==> src/sv/cpg_pkg.sv <==
// ----------------------------------------------------------------------------
// cpg_pkg
// Shared types and constants of the circle point generator.
// ----------------------------------------------------------------------------
package cpg_pkg;

   localparam int CENTRE_W = 11;
   localparam int COORD_W  = 12;
   localparam int COLOR_W  = 32;

   localparam logic CMD_START   = 1'b0;
   localparam logic CMD_ADVANCE = 1'b1;

   typedef enum logic {
      JOB_AXIS    = 1'b0,
      JOB_OCTANT  = 1'b1
   } job_kind_type;

   // one unit of back-end work: four axis points or eight octant points
   typedef struct packed {
      job_kind_type              kind;
      logic [CENTRE_W-1:0]       centre_col;
      logic [CENTRE_W-1:0]       centre_row;
      logic [COORD_W-1:0]        along;
      logic [COORD_W-1:0]        across;
      logic [COLOR_W-1:0]        color;
      logic                      done;
   } job_type;

   typedef struct packed {
      logic    valid;
      job_type job;
   } job_push_type;

endpackage

==> src/sv/cpg_front.sv <==
// ----------------------------------------------------------------------------
// cpg_front
// Accepts commands, steps the decision variable and queues point jobs.
// ----------------------------------------------------------------------------
module cpg_front #(
   parameter int RADIUS_BITS = 10
) (
   input  logic                          clock,
   input  logic                          reset,
   input  logic                          req_valid,
   output logic                          req_ready,
   input  logic                          req_command,
   input  logic [cpg_pkg::CENTRE_W-1:0]  req_center_x,
   input  logic [cpg_pkg::CENTRE_W-1:0]  req_center_y,
   input  logic [9:0]                    req_radius,
   input  logic [cpg_pkg::COLOR_W-1:0]   req_color,
   input  logic                          csr_valid,
   input  logic [cpg_pkg::COLOR_W-1:0]   csr_wdata,
   input  logic                          queue_full,
   output cpg_pkg::job_push_type         push
);

   localparam int OW = RADIUS_BITS + 1;
   localparam int DW = RADIUS_BITS + 4;

   logic [cpg_pkg::COLOR_W-1:0]  transparent_ff, transparent_in;
   logic [cpg_pkg::CENTRE_W-1:0] centre_col_ff, centre_col_in;
   logic [cpg_pkg::CENTRE_W-1:0] centre_row_ff, centre_row_in;
   logic [cpg_pkg::COLOR_W-1:0]  color_ff, color_in;
   logic [OW-1:0]                along_ff, along_in;
   logic [OW-1:0]                across_ff, across_in;
   logic signed [DW-1:0]         decision_ff, decision_in;
   logic                         active_ff, active_in;

   logic [RADIUS_BITS+9:0]       radius_ext;
   logic [RADIUS_BITS-1:0]       radius;
   logic signed [DW-1:0]         along_s, across_s, radius_s;
   logic [OW:0]                  next_along;
   logic [OW:0]                  next_across;
   logic                         passes;
   logic                         accept;

   assign req_ready  = !queue_full;
   assign accept     = req_valid && req_ready;
   assign radius_ext = {{RADIUS_BITS{1'b0}}, req_radius};
   assign radius     = radius_ext[RADIUS_BITS-1:0];
   assign along_s    = $signed(DW'(along_ff));
   assign across_s   = $signed(DW'(across_ff));
   assign radius_s   = $signed(DW'(radius));

   always_comb begin
      transparent_in = csr_valid ? csr_wdata : transparent_ff;
      centre_col_in  = centre_col_ff;
      centre_row_in  = centre_row_ff;
      color_in       = color_ff;
      along_in       = along_ff;
      across_in      = across_ff;
      decision_in    = decision_ff;
      active_in      = active_ff;
      push           = '0;

      if (accept && req_command == cpg_pkg::CMD_START) begin
         centre_col_in = req_center_x;
         centre_row_in = req_center_y;
         color_in      = req_color;
         along_in      = '0;
         across_in     = OW'(radius);
         decision_in   = DW'(3) - (radius_s <<< 1);
      end else if (accept && active_ff) begin
         if (decision_ff >= 0) begin
            decision_in = decision_ff + ((along_s - across_s) <<< 2) + DW'(10);
            across_in   = across_ff - OW'(1);
         end else begin
            decision_in = decision_ff + (along_s <<< 2) + DW'(6);
         end
         along_in = along_ff + OW'(1);
      end

      next_along  = {1'b0, along_in} + (OW+1)'(1);
      next_across = (decision_in >= 0) ? ({1'b0, across_in} - (OW+1)'(1))
                                       : {1'b0, across_in};
      passes      = next_along > next_across;

      push.job.kind       = (req_command == cpg_pkg::CMD_START) ? cpg_pkg::JOB_AXIS
                                                                : cpg_pkg::JOB_OCTANT;
      push.job.centre_col = centre_col_in;
      push.job.centre_row = centre_row_in;
      push.job.along      = cpg_pkg::COORD_W'(along_in);
      push.job.across     = cpg_pkg::COORD_W'(across_in);
      push.job.color      = color_in;
      push.job.done       = passes;

      if (accept && req_command == cpg_pkg::CMD_START) begin
         if (radius == '0 || req_color == transparent_ff) begin
            active_in = 1'b0;
         end else begin
            push.valid = 1'b1;
            active_in  = !passes;
         end
      end else if (accept && active_ff) begin
         push.valid = 1'b1;
         if (passes) begin
            active_in = 1'b0;
         end
      end
   end

   always_ff @(posedge clock) begin
      if (reset) begin
         transparent_ff <= '0;
         centre_col_ff  <= '0;
         centre_row_ff  <= '0;
         color_ff       <= '0;
         along_ff       <= '0;
         across_ff      <= '0;
         decision_ff    <= '0;
         active_ff      <= 1'b0;
      end else begin
         transparent_ff <= transparent_in;
         centre_col_ff  <= centre_col_in;
         centre_row_ff  <= centre_row_in;
         color_ff       <= color_in;
         along_ff       <= along_in;
         across_ff      <= across_in;
         decision_ff    <= decision_in;
         active_ff      <= active_in;
      end
   end

endmodule

==> src/sv/cpg_queue.sv <==
// ----------------------------------------------------------------------------
// cpg_queue
// Two-entry job queue between the front and back ends.
// ----------------------------------------------------------------------------
module cpg_queue (
   input  logic                  clock,
   input  logic                  reset,
   input  cpg_pkg::job_push_type push,
   output logic                  full,
   output logic                  pop_valid,
   output cpg_pkg::job_type      pop_job,
   input  logic                  pop
);

   cpg_pkg::job_type entry_ff [2];
   logic             wr_ptr_ff, wr_ptr_in;
   logic             rd_ptr_ff, rd_ptr_in;
   logic [1:0]       count_ff, count_in;
   logic             do_push, do_pop;

   assign full      = count_ff == 2'd2;
   assign pop_valid = count_ff != 2'd0;
   assign pop_job   = entry_ff[rd_ptr_ff];
   assign do_push   = push.valid && !full;
   assign do_pop    = pop && pop_valid;

   always_comb begin
      wr_ptr_in = do_push ? !wr_ptr_ff : wr_ptr_ff;
      rd_ptr_in = do_pop ? !rd_ptr_ff : rd_ptr_ff;
      count_in  = count_ff + 2'(do_push) - 2'(do_pop);
   end

   always_ff @(posedge clock) begin
      if (reset) begin
         wr_ptr_ff <= 1'b0;
         rd_ptr_ff <= 1'b0;
         count_ff  <= 2'd0;
      end else begin
         wr_ptr_ff <= wr_ptr_in;
         rd_ptr_ff <= rd_ptr_in;
         count_ff  <= count_in;
      end
   end

   always_ff @(posedge clock) begin
      if (do_push) begin
         entry_ff[wr_ptr_ff] <= push.job;
      end
   end

endmodule

==> src/sv/cpg_back.sv <==
// ----------------------------------------------------------------------------
// cpg_back
// Expands each job into its symmetric points, one per cycle while the output is not stalled.
// ----------------------------------------------------------------------------
module cpg_back (
   input  logic                          clock,
   input  logic                          reset,
   input  logic                          job_valid,
   input  cpg_pkg::job_type              job,
   output logic                          job_pop,
   output logic                          rsp_valid,
   input  logic                          rsp_ready,
   output logic [cpg_pkg::COORD_W-1:0]   rsp_point_x,
   output logic [cpg_pkg::COORD_W-1:0]   rsp_point_y,
   output logic [cpg_pkg::COLOR_W-1:0]   rsp_point_color,
   output logic                          rsp_last_of_run,
   output logic                          rsp_circle_done
);

   localparam int CW = cpg_pkg::COORD_W;

   logic [2:0]    step_ff, step_in;
   logic          valid_ff, valid_in;
   logic [CW-1:0] x_ff, x_in;
   logic [CW-1:0] y_ff, y_in;
   logic [cpg_pkg::COLOR_W-1:0] color_ff;
   logic          last_ff, last_in;
   logic          done_ff, done_in;

   logic          load;
   logic [CW-1:0] cx, cy, xm, ym;
   logic          xneg, yneg;

   assign load = job_valid && (!valid_ff || rsp_ready);
   assign cx   = {job.centre_col[cpg_pkg::CENTRE_W-1], job.centre_col};
   assign cy   = {job.centre_row[cpg_pkg::CENTRE_W-1], job.centre_row};

   always_comb begin
      xm   = '0;
      ym   = '0;
      xneg = 1'b0;
      yneg = 1'b0;
      if (job.kind == cpg_pkg::JOB_AXIS) begin
         case (step_ff)
            3'd0: begin ym = job.across; end
            3'd1: begin ym = job.across; yneg = 1'b1; end
            3'd2: begin xm = job.across; end
            3'd3: begin xm = job.across; xneg = 1'b1; end
            default: begin xm = '0; ym = '0; end
         endcase
      end else begin
         case (step_ff)
            3'd0: begin xm = job.across; ym = job.along; end
            3'd1: begin xm = job.along; ym = job.across; end
            3'd2: begin xm = job.along; ym = job.across; xneg = 1'b1; end
            3'd3: begin xm = job.across; ym = job.along; xneg = 1'b1; end
            3'd4: begin xm = job.across; ym = job.along; xneg = 1'b1; yneg = 1'b1; end
            3'd5: begin xm = job.along; ym = job.across; xneg = 1'b1; yneg = 1'b1; end
            3'd6: begin xm = job.along; ym = job.across; yneg = 1'b1; end
            default: begin xm = job.across; ym = job.along; yneg = 1'b1; end
         endcase
      end

      x_in    = xneg ? cx - xm : cx + xm;
      y_in    = yneg ? cy - ym : cy + ym;
      last_in = (job.kind == cpg_pkg::JOB_AXIS) ? (step_ff == 3'd3) : (step_ff == 3'd7);
      done_in = last_in && job.done;

      job_pop  = load && last_in;
      step_in  = step_ff;
      valid_in = valid_ff && !rsp_ready;
      if (load) begin
         valid_in = 1'b1;
         step_in  = last_in ? 3'd0 : step_ff + 3'd1;
      end
   end

   always_ff @(posedge clock) begin
      if (reset) begin
         step_ff  <= 3'd0;
         valid_ff <= 1'b0;
      end else begin
         step_ff  <= step_in;
         valid_ff <= valid_in;
      end
   end

   // hold the payload while the transfer stalls
   always_ff @(posedge clock) begin
      if (load) begin
         x_ff     <= x_in;
         y_ff     <= y_in;
         color_ff <= job.color;
         last_ff  <= last_in;
         done_ff  <= done_in;
      end
   end

   assign rsp_valid       = valid_ff;
   assign rsp_point_x     = x_ff;
   assign rsp_point_y     = y_ff;
   assign rsp_point_color = color_ff;
   assign rsp_last_of_run = last_ff;
   assign rsp_circle_done = done_ff;

endmodule

==> src/sv/circle_point_generator.sv <==
// ----------------------------------------------------------------------------
// circle_point_generator
// Midpoint circle outline generator: start and advance commands in,
// coordinates and colour out.
// ----------------------------------------------------------------------------
// A start command gives the four axis points and each advance command gives
// eight points. The sustained rate is set by the back end's single
// point-per-cycle output register, which can be stalled by rsp_ready. A
// two-entry job queue lets the front end accept the next command while the
// back end drains. Starts that draw nothing and advances with no circle in
// progress are taken at the input but give no transfer.
// ----------------------------------------------------------------------------
module circle_point_generator #(
   parameter int RADIUS_BITS = 10
) (
   input  logic                          clock,
   input  logic                          reset,
   input  logic                          req_valid,
   output logic                          req_ready,
   input  logic                          req_command,
   input  logic [cpg_pkg::CENTRE_W-1:0]  req_center_x,
   input  logic [cpg_pkg::CENTRE_W-1:0]  req_center_y,
   input  logic [9:0]                    req_radius,
   input  logic [cpg_pkg::COLOR_W-1:0]   req_color,
   output logic                          rsp_valid,
   input  logic                          rsp_ready,
   output logic [cpg_pkg::COORD_W-1:0]   rsp_point_x,
   output logic [cpg_pkg::COORD_W-1:0]   rsp_point_y,
   output logic [cpg_pkg::COLOR_W-1:0]   rsp_point_color,
   output logic                          rsp_last_of_run,
   output logic                          rsp_circle_done,
   input  logic                          csr_valid,
   output logic                          csr_ready,
   input  logic [cpg_pkg::COLOR_W-1:0]   csr_wdata
);

   cpg_pkg::job_push_type push;
   cpg_pkg::job_type      head_job;
   logic                  queue_full;
   logic                  head_valid;
   logic                  head_pop;

   assign csr_ready = 1'b1;

   cpg_front #(
      .RADIUS_BITS (RADIUS_BITS)
   ) u_front (
      .clock        (clock),
      .reset        (reset),
      .req_valid    (req_valid),
      .req_ready    (req_ready),
      .req_command  (req_command),
      .req_center_x (req_center_x),
      .req_center_y (req_center_y),
      .req_radius   (req_radius),
      .req_color    (req_color),
      .csr_valid    (csr_valid),
      .csr_wdata    (csr_wdata),
      .queue_full   (queue_full),
      .push         (push)
   );

   cpg_queue u_queue (
      .clock     (clock),
      .reset     (reset),
      .push      (push),
      .full      (queue_full),
      .pop_valid (head_valid),
      .pop_job   (head_job),
      .pop       (head_pop)
   );

   cpg_back u_back (
      .clock           (clock),
      .reset           (reset),
      .job_valid       (head_valid),
      .job             (head_job),
      .job_pop         (head_pop),
      .rsp_valid       (rsp_valid),
      .rsp_ready       (rsp_ready),
      .rsp_point_x     (rsp_point_x),
      .rsp_point_y     (rsp_point_y),
      .rsp_point_color (rsp_point_color),
      .rsp_last_of_run (rsp_last_of_run),
      .rsp_circle_done (rsp_circle_done)
   );

endmodule

==> config.mk <==
export PLATFORM = sky130hd
export DESIGN_NAME = circle_point_generator
export DESIGN_NICKNAME = d
export VERILOG_FILES = /design/src/sv/cpg_pkg.sv /design/src/sv/cpg_front.sv /design/src/sv/cpg_queue.sv /design/src/sv/cpg_back.sv /design/src/sv/circle_point_generator.sv
export SDC_FILE = /design/constraint.sdc
export NUM_CORES = 1
export LEC_CHECK = 0
export ABC_AREA = 1
export BUFFER_PORTS_ARGS = -buffer_cell sky130_fd_sc_hd__buf_4
export CAP_MARGIN = 20
export CORE_MARGIN = 3
export CORE_UTILIZATION = 60
export CTS_CLUSTER_SIZE = 10
export DETAILED_ROUTE_END_ITERATION = 8
export PLACE_DENSITY = 0.82
export SLEW_MARGIN = 10
export SYNTH_ARGS = -nofsm -noshare
export SYNTH_HDL_FRONTEND = slang
export SYNTH_HIERARCHICAL = 1
export SYNTH_SLANG_ARGS = --single-unit
==> constraint.sdc <==
create_clock -name clock -period 8.3 [get_ports clock]
set_clock_uncertainty 0.2 [all_clocks]
set_input_delay 0.83 -clock clock [delete_from_list [all_inputs] [get_ports clock]]
set_output_delay 0.83 -clock clock [all_outputs]
set_load 0.02 [all_outputs]
==> run_results.csv, run 1 <==
group,metric,value,unit
status,run_status,"completed",
synth,synth_xor_area_share,4.074,%
clock_network,htree_num_levels,2,
floorplanning,io-pin-count,163,
global_routing,antenna_violations_before_repair,0,
synth,synthTopCellsByArea,"edfxtp_1, dfxtp_1, nand2_1",
global_routing,maximum_number_of_pins_on_one_net_before_global_route_repair,118,
global_routing,global_route.usage.met2,47.36,%
synth,asyncSetResetFlopFracSynth,0,%
flow_run,cap_violations,0,
drt,route.antenna.remaining_nets,0,
timing,final_min_period_over_clock_period,71.74,%
drt,post_drt_via_cell_ratio,5.582,
global_routing,grt_use_met3,4.651,%
clock_network,ctsLongestPathBuffers,3,
power,total_design_power,0.006238,W
hold_path,hold_class,"input pin to flip-flop",
global_routing,grt_util_all_layers,26.83,%
floorplanning,floorplan.rows,66,
synth,avgSynthCellArea,9.329,sq um
global_routing,grt_pass1_vias,15361,
hold_path,hold_path_depth,3,
hold_path,holdPathEnd,"u_front/transparent_ff[27]",
clock_network,clk_transition_reported_paths,0.06,ns
placement,number_of_buffers_added_on_ports,161,
finish,regArea,9173,sq um
finish,postLayoutCellArea,22600,sq um
global_routing,global_route_wire_length_before_repair,76990,microns
finish,layout.filler_cells,2472,
drt,initialDrtViolationCount,1130,
synth,synth-seq-area-share,45.86,%
worst_setup_path,cp_data_required_time,8.51,ns
timing,finalMaxSlewViolations,0,
global_routing,grt_util_met1,32.49,%
clock_network,ctsRootBufferMaster,"clkbuf_16",
clock_network,cts.sinks,349,
finish,drive_above_1_share,19.88,%
drt,routed-via-count,15412,
timing,rsz0062_at_grt,"no",
worst_setup_path,r2r-end,"u_front/active_ff",
synth,synth-edff-count,218,
clock_network,cts_buffers,43,
drt,avgRoutedWirePerCell,17.55,microns
worst_setup_path,critical_path_arrival,6.16,ns
clock_network,post-cts-setup-buffers,0,
placement,setup_slack_after_placement,2.450,ns
floorplanning,floorplan.core_area,32700,sq um
synth,synth_adder_area_share,6.884,%
synth,synth_top_family_by_area,"simple AND/OR/NAND/NOR gates",
timing,setup_slack,2.346,ns
global_routing,gr-max-usage-layer,"met2",
drt,drcViolationCount,0,
power,powerDensity,275.9,nW/um^2
finish,syn2layout_area_growth,13.06,%
timing,maxClockFrequency,167.9,MHz
clock_network,worstSkewPairLatency,0.56,ns
clock_network,cts.repair.resized,0,
drt,detail_route.first_pass.iterations,6,
placement,place_hpwl,34370,microns
worst_setup_path,worstRegToRegCells,37,
synth,synth_top_area_share,32.74,%
clock_network,cts_tree,"yes",
placement,postPlaceCellArea,21290,sq um
finish,layout.cells.most_common,"nand2_1",
timing,setup_violations_final,0,
clock_network,cts-hold-fix-buffers,0,
synth,synth.distinct_cells,63,
worst_setup_path,endpoint_class_of_the_critical_path,"flip-flop",
synth,share_of_synthesized_area_spent_on_multiplexers,6.008,%
synth,synthDominantAreaCellType,"edfxtp_1",
finish,multi_input_area,9204,sq um
power,static-leakage-power,10.25,nW
synth,syn-cell-area,19990,sq um
worst_setup_path,worstSetupStartpointType,"flip-flop",
floorplanning,die_x,188.5,microns
hold_path,worst_min_path_start,"csr_wdata[27]",
worst_setup_path,crit_path_max_incr_delay,0.41,ns
synth,yosys_warnings,6,
synth,synth-compound-area-share,9.400,%
timing,timing.max_slew.rel_slack,27.84,%
drt,detail_route.wirelength,48460,microns
synth,synth.ff_latch_count,349,
timing,setup_tns,0,ns
finish,most_frequent_cells_in_the_layout,"nand2_1, inv_1, edfxtp_1",
worst_setup_path,critPathSlowestCell,"fa_1",
worst_setup_path,critical_path_maximum_fanout,13,
synth,netlist_instances,2143,
synth,ys_dominant_reg_cell,"edfxtp_1",
finish,n_antenna_cell,0,
worst_setup_path,r2r-start,"u_front/along_ff[0]",
placement,finalWeightedCongestion,0.9140,
finish,fin_nets,2494,
timing,final_hold_viol_count,0,
timing,worstMarginPinSlew,1.081,ns
power,irDropWorstVdd,0.2086,mV
floorplanning,die_y,188.5,microns
global_routing,grt_remaining_overflow,0,
worst_setup_path,r2r_setup_slack,2.35,ns
synth,post_synth_and_or_nand_nor_area_fraction,19.58,%
floorplanning,fp.dieArea,35550,sq um
worst_setup_path,crit_type,"flip-flop to flip-flop",
timing,final_period_minus_worst_setup_slack,5.954,ns
worst_setup_path,cp_common_cell,"nand2_1",
floorplanning,initial_util,61.14,%
## Yosys cell counts, types with 36 or more instances
cell      count
a211oi_1     58
a21oi_1     129
clkbuf_1     36
dfxtp_1     131
edfxtp_1    218
ha_1        102
inv_1       277
mux2_4       80
nand2_1     373
nand3_1      96
nor2_1      182
o21ai_0      68
or2_2        62
xor2_1       60
## how the worst max path moves through the flow
| stage | start | to | slack, ns | cells past startpoint |
|---|---|---|---|---|
| 3_5_place_dp | u_front/along_ff[0] | u_front/active_ff | 2.45 | 37 |
| 6_report | u_front/along_ff[0] | u_front/active_ff | 2.35 | 37 |
| 5_1_grt | u_front/along_ff[0] | u_front/active_ff | 1.79 | 35 |
| 2_1_floorplan | req_valid | u_queue/entry_ff[0][0] | 2.27 | 11 |
| 3_3_place_gp | u_front/along_ff[0] | u_front/active_ff | 2.61 | 37 |
| 4_1_cts | u_front/along_ff[0] | u_front/active_ff | 2.39 | 37 |
## layout make-up
class | count | area share [%]
Tap cell | 442 | 2.447
Sequential cell | 349 | 40.58
Inverter | 289 | 4.838
Timing Repair Buffer | 170 | 5.735
Clock inverter | 8 | 0.3709
Multi-Input combinational cell | 1432 | 40.72
Clock buffer | 71 | 5.314
## through the flow
| stage | util, % | hold slack, ns | std cells |
|---|---|---|---|
| floorplan | - | 0.2675 | 2144 |
| global placement | 65.11 | 0.2767 | 2681 |
| detailed placement | 65.11 | 0.3044 | 2681 |
| CTS | 69.04 | 0.2854 | 2760 |
| global route | 69.12 | 0.2928 | 2761 |
| finish | 69.12 | 0.3032 | 2761 |
## cell families (layout without fill, tap and decap cells)
kind of cell	after synthesis	after routing
muxes	80	80
xor gates and xnor gates	93	93
and+or+nand+nor	836	836
AOI/OAI and AO/OA	313	313
DFF	349	349
buffers and inverters	363	538
other	2	3
adders and majority gates	107	107
## report_power, final
part	total, W	switching, W	internal (W)
Sequential	0.00227	0.0000798	0.00219
Combinational	0.00226	0.00142	0.000848
Clock	0.00171	0.000711	0.000994
## metal layers
layer,part of all wire (%),wire (microns)
met5,0,0
met4,4.2,2040
met3,6.8,3311
met2,49,23920
met1,40,19180
## flip-flops by register name, indices dropped and copies added, names as in the netlist, 3 cells and up, named ones only
signal and cells:
u_front/along_ff 11, u_front/decision_ff 13, u_front/centre_row_ff 11, u_front/centre_col_ff 11, u_back/rsp_point_color 32, u_back/rsp_point_y 12
u_queue/entry_ff 160, u_back/rsp_point_x 12, u_front/color_ff 32, u_back/step_ff 3, u_front/across_ff 11, u_front/transparent_ff 32
## critical path: cells and delay by family, from the launching register on
kind,cells,cell delay (ns)
AO/OA/AOI/OAI,5,0.80
XOR/XNOR,1,0.14
adder cells (fa/ha/maj),5,1.45
buffers and inverters,5,0.67
flip-flops,1,0.35
AND/OR/NAND/NOR,21,2.20
No activity file was read; power rests on OpenSTA's default activity.
==> run 2, diff against run 1 <==
--- a/config.mk
+++ b/config.mk
@@ -5,14 +5,14 @@
 export SDC_FILE = /design/constraint.sdc
 export NUM_CORES = 1
 export LEC_CHECK = 0
-export ABC_AREA = 1
+export ABC_AREA = 0
 export BUFFER_PORTS_ARGS = -buffer_cell sky130_fd_sc_hd__buf_4
 export CAP_MARGIN = 20
 export CORE_MARGIN = 3
-export CORE_UTILIZATION = 60
+export CORE_UTILIZATION = 54
 export CTS_CLUSTER_SIZE = 10
 export DETAILED_ROUTE_END_ITERATION = 8
-export PLACE_DENSITY = 0.82
+export PLACE_DENSITY = 0.78
 export SLEW_MARGIN = 10
 export SYNTH_ARGS = -nofsm -noshare
 export SYNTH_HDL_FRONTEND = slang
==> constraint.sdc (replaced) <==
create_clock -name clock -period 5.32 [get_ports clock]
set_clock_uncertainty 0.2 [all_clocks]
set_input_delay 0.532 -clock clock [delete_from_list [all_inputs] [get_ports clock]]
set_output_delay 0.532 -clock clock [all_outputs]
set_load 0.02 [all_outputs]
==> run_results.csv, run 2 <==
group,metric,value,unit
synth,synth.ff_latch_count,349,
finish,postLayoutCellArea,21810,sq um
worst_setup_path,r2r-start,"u_front/across_ff[1]",
synth,synth-edff-count,218,
synth,syn-cell-area,18190,sq um
drt,routed-via-count,13402,
floorplanning,floorplan.rows,66,
placement,postPlaceCellArea,20340,sq um
placement,number_of_buffers_added_on_ports,161,
status,violations,"setup timing",
finish,most_frequent_cells_in_the_layout,"buf_4, nand2_1, edfxtp_1",
drt,drcViolationCount,0,
floorplanning,fp.dieArea,35920,sq um
power,static-leakage-power,9.105,nW
floorplanning,initial_util,55.33,%
synth,ys_dominant_reg_cell,"edfxtp_1",
drt,avgRoutedWirePerCell,18.44,microns
power,irDropWorstVdd,0.3505,mV
synth,synth_top_area_share,36.00,%
clock_network,htree_num_levels,2,
floorplanning,die_y,189.5,microns
worst_setup_path,cp_data_required_time,5.40,ns
finish,n_antenna_cell,0,
placement,place_hpwl,31810,microns
timing,timing.max_slew.rel_slack,37.86,%
floorplanning,die_x,189.5,microns
synth,netlist_instances,1690,
timing,fin_hold_ws,0.03616,ns
flow_run,cap_violations,0,
timing,final_hold_viol_count,0,
clock_network,cts_tree,"yes",
clock_network,cts.sinks,349,
timing,setup_slack,-0.2711,ns
clock_network,ctsLongestPathBuffers,3,
worst_setup_path,worstSetupStartpointType,"flip-flop",
worst_setup_path,critical_path_arrival,5.67,ns
drt,post_drt_via_cell_ratio,5.608,
worst_setup_path,r2r_setup_slack,-0.27,ns
floorplanning,io-pin-count,163,
timing,setup_tns,-0.7802,ns
worst_setup_path,worstRegToRegCells,25,
global_routing,grt_remaining_overflow,0,
timing,setup_violations_final,3,
drt,route.antenna.remaining_nets,0,
worst_setup_path,r2r-end,"u_queue/entry_ff[0][0]",
timing,worstMarginPinSlew,0.9321,ns
finish,largest_register_ff_count,160,
clock_network,cts-hold-fix-buffers,0,
global_routing,antenna_violations_before_repair,0,
worst_setup_path,endpoint_class_of_the_critical_path,"flip-flop",
worst_setup_path,critPathSlowestCell,"o41a_1",
clock_network,worstSkewPairLatency,0.54,ns
drt,detail_route.wirelength,44070,microns
drt,initialDrtViolationCount,858,
finish,syn2layout_area_growth,19.90,%
synth,asyncSetResetFlopFracSynth,0,%
synth,synthTopCellsByArea,"edfxtp_1, dfxtp_1, ha_1",
timing,rsz0062_at_grt,"yes",
clock_network,cts_buffers,42,
hold_path,hold_path_depth,3,
power,powerDensity,439.2,nW/um^2
hold_path,worst_min_path_start,"csr_wdata[25]",
worst_setup_path,critical_path_maximum_fanout,7,
global_routing,maximum_number_of_pins_on_one_net_before_global_route_repair,80,
timing,maxClockFrequency,178.9,MHz
synth,synthDominantAreaCellType,"edfxtp_1",
clock_network,clk_transition_reported_paths,0.06,ns
synth,synth.distinct_cells,86,
finish,top_register_by_number_of_flip_flops,"u_queue/entry_ff",
timing,final_min_period_over_clock_period,105.1,%
synth,top_count_cell_post_synth,"nand2_1",
timing,final_period_minus_worst_setup_slack,5.591,ns
synth,synth-seq-area-share,50.42,%
finish,layout.cells.most_common,"buf_4",
global_routing,grt_util_all_layers,24.23,%
drt,detail_route.first_pass.iterations,5,
global_routing,grt_pass1_vias,13626,
hold_path,hold_class,"input pin to flip-flop",
finish,drive_above_1_share,23.67,%
synth,yosys_warnings,6,
clock_network,ctsRootBufferMaster,"clkbuf_16",
worst_setup_path,crit_path_max_incr_delay,0.41,ns
status,run_status,"finished, violations left",
synth,post_synth_most_frequent_cells,"nand2_1, edfxtp_1, dfxtp_1",
worst_setup_path,crit_type,"flip-flop to flip-flop",
synth,avgSynthCellArea,10.76,sq um
finish,fin_nets,2123,
timing,finalMaxSlewViolations,0,
placement,finalWeightedCongestion,0.9114,
hold_path,holdPathEnd,"u_front/transparent_ff[25]",
global_routing,global_route_wire_length_before_repair,70030,microns
floorplanning,floorplan.core_area,32870,sq um
run 2: cell count changes in the layout (fill, tap and decap cells not counted), moves of 25 or more:
| cell | before | now |
|---|---|---|
| a211oi_1 | 58 | 14 |
| mux2_4 | 80 | 1 |
| mux2i_1 | 0 | 49 |
| o21ai_0 | 68 | 42 |
| buf_4 | 169 | 244 |
| nand3_1 | 96 | 22 |
| inv_1 | 275 | 62 |
| nor2_1 | 181 | 129 |
| or2_2 | 62 | 9 |
| mux2_2 | 0 | 94 |
| xnor2_1 | 33 | 60 |
| a21oi_1 | 129 | 104 |
| nand2_1 | 373 | 223 |
run 2: cell families after synthesis:
logic type               synth area share (%)
adder cells (fa/ha/maj)                 7.568
other                                 0.04130
buffers and inverters                   3.220
flip-flops                              50.42
XOR/XNOR                                6.309
multiplexers                            8.579
AO/OA/AOI/OAI                           10.42
AND/OR/NAND/NOR                         13.45
run 2: per-stage QoR:
stage | util, % | instances | setup slack [ns] | power, W
after global placement | 61.89 | 2302 | -0.4598 | 0.006774
after detailed placement | 61.89 | 2302 | -0.5454 | 0.006899
after CTS | 66.14 | 2387 | -0.2366 | 0.009577
after global routing | 66.35 | 2390 | -0.5927 | 0.01012
final | 66.35 | 2390 | -0.2711 | 0.009577
after floorplan | - | 1691 | -0.1823 | 0.005899
run 2: layout make-up:
cell class / instances / area [sq um]
Inverter: 68 / 256.5
Fill cell: 2527 / 11060
Clock buffer: 70 / 1166
Clock inverter: 8 / 97.59
Tap cell: 442 / 553.0
Timing Repair Buffer: 248 / 1912
Sequential cell: 349 / 9178
Multi-Input combinational cell: 1205 / 8643
run 2: routing by layer:
metal | up-vias | track usage [%] | routed length (microns)
met5 | - | 0 | 0
li1 | 6525 | - | -
met1 | 6416 | 30.89 | 18880
met4 | 0 | 7.450 | 1260
met2 | 367 | 43.43 | 21930
met3 | 94 | 2.629 | 1999
run 2: repair_timing:
action | in CTS | in global routing
hold endpoints to repair | 0 | 0
gates resized for setup | 17 | 7
pin swaps | 10 | 3
endpoints found under the setup margin | 3 | 3
setup buffers | 7 | 3
run 2: worst max-delay path by stage:
stage                         startpoint                endpoint  slack [ns]  cells past startpoint
finish              u_front/across_ff[1]  u_queue/entry_ff[0][0]       -0.27                     25
global route         u_front/along_ff[0]  u_queue/entry_ff[0][0]       -0.59                     29
CTS                  u_front/along_ff[0]  u_queue/entry_ff[0][0]       -0.24                     29
detailed placement  u_front/across_ff[1]  u_queue/entry_ff[0][0]       -0.55                     27
global placement     u_front/along_ff[0]  u_queue/entry_ff[0][0]       -0.46                     30
floorplan            u_front/along_ff[0]  u_queue/entry_ff[0][0]       -0.18                     31
run 2: where the power goes:
part           internal (W)  switching (W)
clock network       0.00155        0.00106
registers           0.00341       0.000126
logic               0.00151        0.00192
run 2: critical path: cells and delay by family (launching register included):
kind / cells / cell delay, ns
adders and majority gates: 4 / 1.07
DFF: 1 / 0.31
buffers and inverters: 2 / 0.25
xor gates and xnor gates: 2 / 0.24
and+or+nand+nor: 8 / 1.52
AOI/OAI and AO/OA: 9 / 1.72
==> run 3, diff against run 2 <==
--- a/config.mk
+++ b/config.mk
@@ -6,13 +6,14 @@
 export NUM_CORES = 1
 export LEC_CHECK = 0
 export ABC_AREA = 0
-export BUFFER_PORTS_ARGS = -buffer_cell sky130_fd_sc_hd__buf_4
 export CAP_MARGIN = 20
 export CORE_MARGIN = 3
-export CORE_UTILIZATION = 54
+export CORE_UTILIZATION = 58
 export CTS_CLUSTER_SIZE = 10
 export DETAILED_ROUTE_END_ITERATION = 8
+export DONT_BUFFER_PORTS = 1
 export PLACE_DENSITY = 0.78
+export SKIP_CTS_REPAIR_TIMING = 1
 export SLEW_MARGIN = 10
 export SYNTH_ARGS = -nofsm -noshare
 export SYNTH_HDL_FRONTEND = slang
==> run_results.csv, run 3 (synthesis gave the netlist of run 2 again) <==
group,metric,value,unit
status,run_status,"finished, violations left",
status,violations,"hold timing, setup timing",
timing,worstMarginPinSlew,0.8578,ns
worst_setup_path,crit_type,"flip-flop to flip-flop",
worst_setup_path,worstSetupStartpointType,"flip-flop",
drt,initialDrtViolationCount,1069,
drt,drcViolationCount,0,
drt,detail_route.wirelength,47810,microns
clock_network,clk_transition_reported_paths,0.06,ns
timing,timing.max_slew.rel_slack,42.81,%
timing,maxClockFrequency,171.3,MHz
floorplanning,floorplan.core_area,30750,sq um
global_routing,antenna_violations_before_repair,0,
floorplanning,die_y,183.1,microns
global_routing,global_route_wire_length_before_repair,66740,microns
finish,top_register_by_number_of_flip_flops,"u_queue/entry_ff",
worst_setup_path,critPathBufInv,3,
drt,detail_route.first_pass.iterations,7,
timing,final_hold_viol_count,9,
worst_setup_path,cp_top_family,"compound AO/OA/AOI/OAI gates",
finish,syn2layout_area_growth,17.43,%
worst_setup_path,critical_path_maximum_fanout,8,
floorplanning,io-pin-count,163,
clock_network,ctsRootBufferMaster,"clkbuf_16",
drt,avgRoutedWirePerCell,21.14,microns
finish,final_core_utilization,69.45,%
worst_setup_path,crit_path_max_incr_delay,0.37,ns
clock_network,worstSkewPairLatency,0.54,ns
worst_setup_path,critical_path_arrival,6.08,ns
floorplanning,fp.dieArea,33520,sq um
clock_network,cts.sinks,349,
drt,routed-via-count,13705,
worst_setup_path,cp_common_cell,"a21oi_2",
worst_setup_path,critPathSlowestCell,"mux2_2",
timing,final_period_minus_worst_setup_slack,5.838,ns
drt,post_drt_via_cell_ratio,6.059,
floorplanning,floorplan.rows,64,
floorplanning,die_x,183.1,microns
clock_network,htree_num_levels,2,
placement,finalWeightedCongestion,0.9034,
worst_setup_path,cp_data_required_time,5.56,ns
finish,fin_nets,2043,
global_routing,grt_pass1_vias,12704,
clock_network,ctsLongestPathBuffers,3,
global_routing,maximum_number_of_pins_on_one_net_before_global_route_repair,133,
power,static-leakage-power,8.627,nW
finish,drive_above_1_share,15.07,%
clock_network,cts_buffers,41,
power,irDropWorstVdd,0.3205,mV
placement,number_of_buffers_added_on_ports,0,
timing,final_min_period_over_clock_period,109.7,%
drt,route.antenna.remaining_nets,0,
finish,layout.cells.most_common,"nand2_1",
timing,setup_violations_final,3,
timing,setup_slack,-0.5185,ns
finish,finalNonFillerCells,2262,
clock_network,cts_tree,"yes",
placement,place_hpwl,29970,microns
finish,most_frequent_cells_in_the_layout,"nand2_1, edfxtp_1, nor2_1",
power,powerDensity,439.5,nW/um^2
finish,largest_register_ff_count,160,
flow_run,cap_violations,0,
floorplanning,initial_util,59.14,%
worst_setup_path,endpoint_class_of_the_critical_path,"flip-flop",
placement,dpl.cell_count,2085,
timing,rsz0062_at_grt,"yes",
hold_path,hold_class,"input pin to flip-flop",
timing,fin_hold_ws,-0.03132,ns
timing,finalMaxSlewViolations,0,
global_routing,grt_util_all_layers,24.90,%
global_routing,grt_remaining_overflow,0,
-- run 3: changes by cell type in the layout (fill, tap and decap cells not counted), moves of 2 or more --
cell and change:
clkinv_2 -2, buf_4 -175, dlygate4sd3_1 +96, inv_6 -2
-- run 3: worst paths after layout --
check / start / endpoint / slack (ns) / depth (start not counted)
hold / removal: req_color[11] / u_front/color_ff[11] / -0.03 / 2
setup / recovery: u_front/along_ff[0] / u_front/active_ff / -0.52 / 30
hold reg to reg: u_front/centre_col_ff[0] / u_front/centre_col_ff[0] / 0.27 / 2
setup reg to reg: u_front/along_ff[0] / u_front/active_ff / -0.52 / 30
-- run 3: layout make-up --
cell class                 instances  area (sq um)
multi-input combinational       1205          8621
timing repair buffer             169          1567
antenna                            1         2.502
tap                              396         495.5
clock inverter                     3         66.31
clock buffer                      71          1170
fill                            2133          9394
sequential                       349          9178
inverter                          68         256.5
-- run 3: routing by layer --
| metal | wire (microns) | GRT usage (%) | vias up |
|---|---|---|---|
| met5 | 0 | 0 | - |
| met4 | 2281 | 8.988 | 0 |
| met3 | 2952 | 4.344 | 149 |
| met2 | 23670 | 42.22 | 590 |
| met1 | 18910 | 32.41 | 6605 |
| li1 | - | - | 6361 |
-- run 3: where the power goes --
part / leakage [nW] / switching [W] / internal [W]
logic: 4.90 / 0.00168 / 0.00130
registers: 3.14 / 0.000343 / 0.00342
clock network: 0.589 / 0.00109 / 0.00154
total: 8.63 / 0.00312 / 0.00627
-- run 3: metrics by stage --
| stage | setup slack [ns] | total power [W] | hold slack [ns] | TNS (ns) | instance area (sq um) |
|---|---|---|---|---|---|
| 2_1_floorplan | -0.1823 | 0.005899 | 0.2443 | -0.3645 | 18270 |
| 3_3_place_gp | -0.3856 | 0.006476 | 0.2434 | -1.078 | 18990 |
| 3_5_place_dp | -0.4616 | 0.006603 | 0.2494 | -1.346 | 18990 |
| 4_1_cts | -0.4914 | 0.009209 | -0.1406 | -1.458 | 20220 |
| 5_1_grt | -0.6517 | 0.009863 | -0.009620 | -1.875 | 21350 |
| 6_report | -0.5185 | 0.009385 | -0.03132 | -1.382 | 21360 |
